$ cat src/hw/rtl/prle_pkg.sv
// ----------------------------------------------------------------------------
// prle_pkg
// Shared types and constants of the palette run-length pixel encoder.
// ----------------------------------------------------------------------------
package prle_pkg;

  localparam logic OpEncode = 1'b0;
  localparam logic OpRead   = 1'b1;

  localparam int unsigned CodeW  = 8;
  localparam int unsigned IdxW   = 4;
  localparam int unsigned ColorW = 32;
  localparam int unsigned FillW  = 5;
  localparam int unsigned CountW = 5;

  localparam logic [CountW-1:0] RunMax = 5'd16;

  localparam int unsigned QDepth = 4;
  localparam int unsigned QPtrW  = 2;
  localparam int unsigned QCntW  = 3;

  typedef struct packed {
    logic [CodeW-1:0]  code_byte;
    logic              code_valid;
    logic              image_done;
    logic              overflow;
    logic [ColorW-1:0] entry_color;
    logic [FillW-1:0]  entries_used;
    logic              last_result;
  } result_t;

  typedef struct packed {
    logic    v0;
    logic    v1;
    result_t r0;
    result_t r1;
  } push_t;

endpackage

$ cat src/hw/rtl/palette_rle_pixel_encoder.sv
// ----------------------------------------------------------------------------
// palette_rle_pixel_encoder
// Maps ARGB pixels to palette indices and emits 4-bit run-length code bytes.
// ----------------------------------------------------------------------------
// Each accepted item yields one or two results. The front end classifies a
// pixel in the cycle it is accepted (parallel compare against the palette,
// append, run update) and pushes its results into a four-deep queue; the
// back end presents them one per unstalled cycle from an output register. An
// item is accepted in any cycle where the queue has room for two records, so
// the input sustains one item per cycle while the output keeps up and slows
// to the output's pace, one result per cycle, when items cause two results.
module palette_rle_pixel_encoder #(
  parameter int unsigned PALETTE_ENTRIES = 16
) (
  input  logic        clk_i,
  input  logic        rst_ni,
  input  logic        in_valid_i,
  output logic        in_stall_o,
  input  logic        op_i,
  input  logic [31:0] pixel_argb_i,
  input  logic        end_of_image_i,
  input  logic [3:0]  entry_index_i,
  output logic        out_valid_o,
  input  logic        out_stall_i,
  output logic [7:0]  code_byte_o,
  output logic        code_valid_o,
  output logic        image_done_o,
  output logic        overflow_o,
  output logic [31:0] entry_color_o,
  output logic [4:0]  entries_used_o,
  output logic        last_result_o
);

  prle_pkg::push_t   push;
  prle_pkg::result_t head;
  prle_pkg::result_t res;
  logic              nonempty;
  logic              room;
  logic              pop;
  logic              accept;

  assign in_stall_o = !room;
  assign accept     = in_valid_i && room;

  prle_front #(
    .PALETTE_ENTRIES(PALETTE_ENTRIES)
  ) u_front (
    .clk_i          (clk_i),
    .rst_ni         (rst_ni),
    .accept_i       (accept),
    .op_i           (op_i),
    .pixel_argb_i   (pixel_argb_i),
    .end_of_image_i (end_of_image_i),
    .entry_index_i  (entry_index_i),
    .push_o         (push)
  );

  prle_queue u_queue (
    .clk_i      (clk_i),
    .rst_ni     (rst_ni),
    .push_i     (push),
    .pop_i      (pop),
    .head_o     (head),
    .nonempty_o (nonempty),
    .room_o     (room)
  );

  prle_back u_back (
    .clk_i       (clk_i),
    .rst_ni      (rst_ni),
    .head_i      (head),
    .nonempty_i  (nonempty),
    .pop_o       (pop),
    .out_valid_o (out_valid_o),
    .out_stall_i (out_stall_i),
    .out_o       (res)
  );

  assign code_byte_o    = res.code_byte;
  assign code_valid_o   = res.code_valid;
  assign image_done_o   = res.image_done;
  assign overflow_o     = res.overflow;
  assign entry_color_o  = res.entry_color;
  assign entries_used_o = res.entries_used;
  assign last_result_o  = res.last_result;

endmodule

$ cat src/hw/rtl/prle_front.sv
// ----------------------------------------------------------------------------
// prle_front
// Palette lookup, palette append and run tracking; emits one or two result
// records per accepted item.
// ----------------------------------------------------------------------------
module prle_front #(
  parameter int unsigned PALETTE_ENTRIES = 16
) (
  input  logic                         clk_i,
  input  logic                         rst_ni,
  input  logic                         accept_i,
  input  logic                         op_i,
  input  logic [prle_pkg::ColorW-1:0]  pixel_argb_i,
  input  logic                         end_of_image_i,
  input  logic [prle_pkg::IdxW-1:0]    entry_index_i,
  output prle_pkg::push_t              push_o
);

  localparam int unsigned TabIdxW = $clog2(PALETTE_ENTRIES);
  localparam logic [prle_pkg::FillW-1:0] FillMax = prle_pkg::FillW'(PALETTE_ENTRIES);

  logic [prle_pkg::ColorW-1:0] table_q [PALETTE_ENTRIES];
  logic [prle_pkg::FillW-1:0]  fill_q, fill_d;
  logic [prle_pkg::IdxW-1:0]   run_idx_q, run_idx_d;
  logic                        run_act_q, run_act_d;
  logic [prle_pkg::CountW-1:0] run_cnt_q, run_cnt_d;
  logic                        ovf_q, ovf_d;

  logic                        hit;
  logic [prle_pkg::IdxW-1:0]   hit_idx;
  logic                        room;
  logic [prle_pkg::IdxW-1:0]   pix_idx;
  logic                        tab_we;
  logic [prle_pkg::ColorW-1:0] rd_color;
  logic [prle_pkg::CodeW-1:0]  code_a, code_b;
  logic                        done_a, done_b;
  logic [1:0]                  nc;
  logic                        act_m;
  logic [prle_pkg::CountW-1:0] cnt_m;
  logic                        emit;

  always_comb begin
    hit     = 1'b0;
    hit_idx = '0;
    for (int i = PALETTE_ENTRIES - 1; i >= 0; i--) begin
      if ((prle_pkg::FillW'(i) < fill_q) && (table_q[i] == pixel_argb_i)) begin
        hit     = 1'b1;
        hit_idx = prle_pkg::IdxW'(i);
      end
    end
  end

  assign room    = fill_q < FillMax;
  assign pix_idx = hit ? hit_idx : fill_q[prle_pkg::IdxW-1:0];
  assign rd_color = ({1'b0, entry_index_i} < fill_q) ?
                    table_q[entry_index_i[TabIdxW-1:0]] : '0;

  always_comb begin
    fill_d    = fill_q;
    run_idx_d = run_idx_q;
    run_act_d = run_act_q;
    run_cnt_d = run_cnt_q;
    ovf_d     = ovf_q;
    tab_we    = 1'b0;
    code_a    = '0;
    code_b    = '0;
    done_a    = 1'b0;
    done_b    = 1'b0;
    nc        = 2'd0;
    act_m     = run_act_q;
    cnt_m     = run_cnt_q;
    emit      = 1'b0;
    push_o    = '0;
    if (accept_i) begin
      push_o.v0 = 1'b1;
      if (op_i == prle_pkg::OpRead) begin
        push_o.r0.entry_color = rd_color;
      end else if (ovf_q) begin
        emit = 1'b0;
      end else if (!hit && !room) begin
        ovf_d     = 1'b1;
        run_act_d = 1'b0;
        run_cnt_d = '0;
      end else begin
        emit = 1'b1;
        if (!hit) begin
          tab_we = 1'b1;
          fill_d = fill_q + 1'b1;
        end
        if (run_act_q && (run_idx_q == pix_idx)) begin
          cnt_m = run_cnt_q + 1'b1;
          if (cnt_m >= prle_pkg::RunMax) begin
            code_a = {4'hF, pix_idx};
            done_a = end_of_image_i;
            nc     = 2'd1;
            act_m  = 1'b0;
            cnt_m  = '0;
          end
        end else begin
          if (run_act_q) begin
            code_a = {4'(run_cnt_q - 1'b1), run_idx_q};
            nc     = 2'd1;
          end
          run_idx_d = pix_idx;
          act_m     = 1'b1;
          cnt_m     = 5'd1;
        end
        if (end_of_image_i && act_m) begin
          if (nc == 2'd0) begin
            code_a = {4'(cnt_m - 1'b1), pix_idx};
            done_a = 1'b1;
          end else begin
            code_b = {4'(cnt_m - 1'b1), pix_idx};
            done_b = 1'b1;
          end
          nc    = nc + 2'd1;
          act_m = 1'b0;
          cnt_m = '0;
        end
        run_act_d = act_m;
        run_cnt_d = cnt_m;
      end
      if (emit && (nc != 2'd0)) begin
        push_o.r0.code_byte  = code_a;
        push_o.r0.code_valid = 1'b1;
        push_o.r0.image_done = done_a;
      end
      push_o.r0.last_result = !(emit && (nc == 2'd2));
      push_o.v1             = emit && (nc == 2'd2);
      push_o.r1.code_byte   = code_b;
      push_o.r1.code_valid  = 1'b1;
      push_o.r1.image_done  = done_b;
      push_o.r1.last_result = 1'b1;
    end
    push_o.r0.overflow     = ovf_d;
    push_o.r0.entries_used = fill_d;
    push_o.r1.overflow     = ovf_d;
    push_o.r1.entries_used = fill_d;
  end

  always_ff @(posedge clk_i or negedge rst_ni) begin
    if (!rst_ni) begin
      fill_q    <= '0;
      run_idx_q <= '0;
      run_act_q <= 1'b0;
      run_cnt_q <= '0;
      ovf_q     <= 1'b0;
    end else begin
      fill_q    <= fill_d;
      run_idx_q <= run_idx_d;
      run_act_q <= run_act_d;
      run_cnt_q <= run_cnt_d;
      ovf_q     <= ovf_d;
    end
  end

  always_ff @(posedge clk_i) begin
    if (tab_we) begin
      table_q[fill_q[TabIdxW-1:0]] <= pixel_argb_i;
    end
  end

endmodule

$ cat src/hw/rtl/prle_queue.sv
// ----------------------------------------------------------------------------
// prle_queue
// Small result queue between front and back; takes up to two records per
// cycle and hands out one.
// ----------------------------------------------------------------------------
module prle_queue (
  input  logic              clk_i,
  input  logic              rst_ni,
  input  prle_pkg::push_t   push_i,
  input  logic              pop_i,
  output prle_pkg::result_t head_o,
  output logic              nonempty_o,
  output logic              room_o
);

  prle_pkg::result_t              mem_q [prle_pkg::QDepth];
  logic [prle_pkg::QPtrW-1:0]     wr_q, wr_d;
  logic [prle_pkg::QPtrW-1:0]     rd_q, rd_d;
  logic [prle_pkg::QCntW-1:0]     cnt_q, cnt_d;
  logic [prle_pkg::QPtrW-1:0]     wr_nxt;

  assign wr_nxt     = wr_q + 1'b1;
  assign head_o     = mem_q[rd_q];
  assign nonempty_o = cnt_q != '0;
  assign room_o     = cnt_q <= prle_pkg::QCntW'(prle_pkg::QDepth - 2);

  always_comb begin
    wr_d  = wr_q + prle_pkg::QPtrW'(push_i.v0) + prle_pkg::QPtrW'(push_i.v1);
    rd_d  = rd_q + prle_pkg::QPtrW'(pop_i);
    cnt_d = cnt_q + prle_pkg::QCntW'(push_i.v0) + prle_pkg::QCntW'(push_i.v1)
            - prle_pkg::QCntW'(pop_i);
  end

  always_ff @(posedge clk_i or negedge rst_ni) begin
    if (!rst_ni) begin
      wr_q  <= '0;
      rd_q  <= '0;
      cnt_q <= '0;
    end else begin
      wr_q  <= wr_d;
      rd_q  <= rd_d;
      cnt_q <= cnt_d;
    end
  end

  always_ff @(posedge clk_i) begin
    if (push_i.v0) begin
      mem_q[wr_q] <= push_i.r0;
    end
    if (push_i.v1) begin
      mem_q[wr_nxt] <= push_i.r1;
    end
  end

endmodule

$ cat src/hw/rtl/prle_back.sv
// ----------------------------------------------------------------------------
// prle_back
// Output register; drains the result queue one record per transfer.
// ----------------------------------------------------------------------------
module prle_back (
  input  logic              clk_i,
  input  logic              rst_ni,
  input  prle_pkg::result_t head_i,
  input  logic              nonempty_i,
  output logic              pop_o,
  output logic              out_valid_o,
  input  logic              out_stall_i,
  output prle_pkg::result_t out_o
);

  logic              vld_q, vld_d;
  prle_pkg::result_t res_q;

  assign pop_o       = nonempty_i && (!vld_q || !out_stall_i);
  assign out_valid_o = vld_q;
  assign out_o       = res_q;

  always_comb begin
    vld_d = vld_q;
    if (pop_o) begin
      vld_d = 1'b1;
    end else if (!out_stall_i) begin
      vld_d = 1'b0;
    end
  end

  always_ff @(posedge clk_i or negedge rst_ni) begin
    if (!rst_ni) begin
      vld_q <= 1'b0;
    end else begin
      vld_q <= vld_d;
    end
  end

  always_ff @(posedge clk_i) begin
    if (pop_o) begin
      res_q <= head_i;
    end
  end

endmodule

$ cat config.mk
export PLATFORM = sky130hd
export DESIGN_NAME = palette_rle_pixel_encoder
export DESIGN_NICKNAME = d
export VERILOG_FILES = /design/src/hw/rtl/prle_pkg.sv /design/src/hw/rtl/palette_rle_pixel_encoder.sv /design/src/hw/rtl/prle_front.sv /design/src/hw/rtl/prle_queue.sv /design/src/hw/rtl/prle_back.sv
export SDC_FILE = /design/constraint.sdc
export NUM_CORES = 1
export LEC_CHECK = 0
export BUFFER_PORTS_ARGS = -buffer_cell sky130_fd_sc_hd__buf_4
export CAP_MARGIN = 20
export CELL_PAD_IN_SITES_DETAIL_PLACEMENT = 1
export CELL_PAD_IN_SITES_GLOBAL_PLACEMENT = 1
export CORE_ASPECT_RATIO = 1.75
export CORE_MARGIN = 8
export CORE_UTILIZATION = 30
export CTS_CLUSTER_DIAMETER = 80
export DETAILED_ROUTE_END_ITERATION = 8
export GPL_TIMING_DRIVEN = 0
export PLACE_DENSITY_LB_ADDON = 0.1
export RECOVER_POWER = 50
export SLEW_MARGIN = 20
export SYNTH_ARGS = -nofsm -noshare
export SYNTH_HDL_FRONTEND = slang
export SYNTH_SLANG_ARGS = --single-unit
$ cat constraint.sdc
create_clock -name clk_i -period 13.32 [get_ports clk_i]
set_input_delay 3.996 -clock clk_i [delete_from_list [all_inputs] [get_ports clk_i]]
set_output_delay 3.996 -clock clk_i [all_outputs]
set_load 0.03 [all_outputs]
==> flow_summary_export.csv <==
group,metric,value,unit
sta,worst_slew_pin_slew,1820,ps
sta,hold_viol,0,
worst_setup_path,startpoint,"pixel_argb_i[19]",
sta,final_period_minus_worst_setup_slack,11920,ps
worst_setup_path,cp-start-kind,"primary input",
grt,grt_use_total,0.276,
placement,place.detailed.instances,4442,
synthesis,ys_seq_area_frac,0.593,
grt,grt_pass1_wl,248000,µm
clocking,ctsLongestPathBuffers,3,
worst_setup_path,crit_fanout,17,
placement,dp_hpwl,152000,µm
synthesis,avgSynthCellArea,14.1,µm²
power,clockPowerShare,0.345,
routing,ant_nets,0,
worst_setup_path,rr_endpoint,"u_queue.mem_q[1][44]$_DFFE_PP_",
min_path,min-delay-start,"u_queue.mem_q[1][28]$_SDFFE_PP0P_",
sta,finalClockSkew,33.3,ps
routing,wl_per_cell,41.0,µm
placement,placed_area,41300,µm²
die,start_util,0.301,
die,rows,171,
power,internal_power,0.00483,W
routing,via_count,24900,
clocking,cts_tree,"yes",
power,netSwitchingPower,0.00225,W
grt,first_global_vias,26400,
clocking,numCtsBuffers,80,
placement,port_buffers,92,
clocking,cts_resized,0,
cells_and_area,layout-drive-gt1-share,0.185,
worst_setup_path,crit_end,"u_queue.mem_q[1][44]$_DFFE_PP_",
power,power_density,162,nW/µm²
synthesis,ys_ff_latch,781,
clocking,post_cts_buffers,0,
clocking,hold_buffers,0,
worst_setup_path,path_cells,"clkbuf_1 > clkbuf_1 > buf_4 > xnor2_1 > nand4_1 > nor4_1 > nand3_1 > a211oi_1 > o2111ai_1 > a2111o_1 > o211ai_1 > o211ai_1 > o21ai_1 > inv_1 > ha_1 > nand3b_1 > nor2_1 > nor2_1 > inv_1",
clocking,clock-sinks,781,
min_path,hold_path_depth,2,
routing,viasPerCell,5.42,
synthesis,synth_fp_nets,2698,
routing,drt_iter0_markers,2032,
worst_setup_path,reg2reg_depth,16,
sta,timing.hold.ws,451,ps
synthesis,yosys.cell_types.count,68,
worst_setup_path,critPathSlowestCell,"nor4_1",
synthesis,async_flop_share,0.0307,
worst_setup_path,rrSetupSlack,5450,ps
clocking,cts_root_buf,"clkbuf_16",
die,die_x,282,µm
power,irDropWorstVdd,0.0000933,V
grt,antenna_found_initial,12,
power,seqPwrFrac,0.431,
synthesis,yosysWarnings,0,
clocking,htreeDepth,3,
power,power,0.00708,W
cells_and_area,stdcell_count,4595,
sta,finalMaxSlewViolations,48,
synthesis,synth_edf_count,629,
run_status,outcome,"complete, but fails checks",
synthesis,synth_flop_cell,"edfxtp_1",
synthesis,yosysTopAreaCell,"edfxtp_1",
min_path,hp-class,"reg2reg",
synthesis,syn_inst,2639,
worst_setup_path,r2r-start,"u_front.table_q[3][4]$_DFFE_PP_",
sta,setup_viol,0,
synthesis,syn_area,37200,µm²
power,p_leak,13.9,nW
die,die_area,136000,µm²
worst_setup_path,end_kind,"register",
run,max_cap_viol_count,3,
clocking,clk_pin_slew,60,ps
routing,drc_errors,0,
sta,fmax,0.0839,GHz
worst_setup_path,crit_type,"in2reg",
die,io_pins,93,
power,power_frac_comb,0.224,
placement,gp_congestion,1.04,
run_status,violations,"capacitance limit, slew limit",
synthesis,synthTopCellsByArea,"edfxtp_1 (51%), mux4_2 (13%), xnor2_1 (9.0%)",
grt,grt_max_degree,25,
worst_setup_path,max_stage_delay,1050,ps
die,die_y,482,µm
synthesis,yosys.area.top_type_share,0.508,
cells_and_area,fillers,12800,
power,sw_frac_of_total,0.318,
die,core,123000,µm²
routing,dr.pass1.iters,5,
sta,rsz0062_at_grt,"no",
cells_and_area,final_area,43600,µm²
cells_and_area,area_delta_synth_final,17.3,%
grt,gr-total-overflow,0,
cells_and_area,nets,2941,
worst_setup_path,cp.required,13620,ps
clocking,clk_latency,700,ps
worst_setup_path,cp.arrival,12230,ps
sta,max_slew_margin,-0.211,
sta,period_share,0.895,
routing,routed_wl,189000,µm
==> kinds of logic after synthesis <==
family / Yosys count / share of synthesized area
multiplexers: 211 / 0.127
buffers and inverters: 209 / 0.0269
AO/OA/AOI/OAI: 230 / 0.0366
adder cells (fa/ha/maj): 17 / 0.00592
flip-flops: 781 / 0.593
AND/OR/NAND/NOR: 670 / 0.0876
XOR/XNOR: 521 / 0.123
==> worst min-delay path by stage <==
stage	endpoint	slack [ps]
after floorplan	u_queue.mem_q[2][10]$_SDFFE_PP0P_	430
after CTS	u_queue.mem_q[1][28]$_SDFFE_PP0P_	460
after global placement	u_queue.mem_q[1][11]$_SDFFE_PP0P_	440
after global routing	u_queue.mem_q[3][27]$_SDFFE_PP0P_	470
after detailed placement	u_queue.mem_q[2][17]$_SDFFE_PP0P_	450
final	u_queue.mem_q[1][28]$_SDFFE_PP0P_	450
==> cells in the final DEF, fill, tap and decap left out, drive strengths merged, types with 18 or more instances in the layout <==
cell	Yosys	layout
a21oi	145	145
buf	99	161
clkbuf	73	275
clkinv	0	23
dfrtp	24	24
dfxtp	128	128
edfxtp	629	629
inv	37	40
mux4	209	209
nand2	311	311
nand3	25	25
nand4	102	102
nor2	73	73
nor2b	45	45
nor3	30	30
nor4	45	45
o22ai	18	18
xnor2	380	380
xor2	141	141
==> area by class of cell <==
type	instances	area (µm²)	area share
clock buffers	103	2200	0.0504
multi-input cells	1649	14300	0.328
plain buffers	172	886	0.0203
repair buffers	161	1450	0.0331
clock inverters	41	532	0.0122
well taps	1643	2060	0.0471
inverters	37	139	0.00318
diodes	8	20.0	0.000459
flip-flops and latches	781	22100	0.505
==> sequential cells by signal, indices dropped and copies added, names as in the netlist, 3 cells and up <==
name               cells
u_back.out_o          49
u_queue.mem_q        196
u_queue.cnt_q          3
u_front.table_q      512
u_front.fill_q         5
u_front.run_idx_q      4
u_front.run_cnt_q      5
==> power groups by stage <==
stage	logic (W)	registers (W)	clock network, W
after detailed placement	0.00168	0.00310	0
after CTS	0.00168	0.00305	0.00249
after global placement	0.00161	0.00310	0
after floorplan	0.000836	0.00320	0
after global routing	0.00168	0.00308	0.00256
final	0.00158	0.00305	0.00244
==> stage by stage <==
stage | setup WS (ps) | util | TNS (ps)
after floorplan | 4620 | - | 0
after CTS | 2240 | 0.357 | 0
after global routing | 1080 | 0.353 | 0
after detailed placement | 1510 | 0.335 | 0
after global placement | -2420 | 0.323 | -262940
final | 1400 | 0.353 | 0
==> metal layers <==
metal  up-vias  global-route usage  routed length (µm)
met1     13100               0.269               61600
li1      10300                   -                   -
met3       420              0.0388                7930
met4         4               0.262               21300
met5         -                   0                  27
met2      1022               0.492               97600
==> synth_stat cells (39+ instances only) <==
cell type	number
a21oi_1	145
buf_2	39
clkbuf_1	73
dfxtp_1	128
edfxtp_1	629
mux4_2	209
nand2_1	308
nand4_1	102
nor2_1	73
nor2b_1	45
nor4_1	44
xnor2_1	380
xor2_1	141
==> worst max-delay path: cells and delay by family <==
kind,cells,cell delay (ps)
AND/OR/NAND/NOR,6,3420
buffers and inverters,5,2290
AO/OA/AOI/OAI,6,1960
adder cells (fa/ha/maj),1,300
XOR/XNOR,1,190
Note: power is estimated with default switching activity, not from simulation.
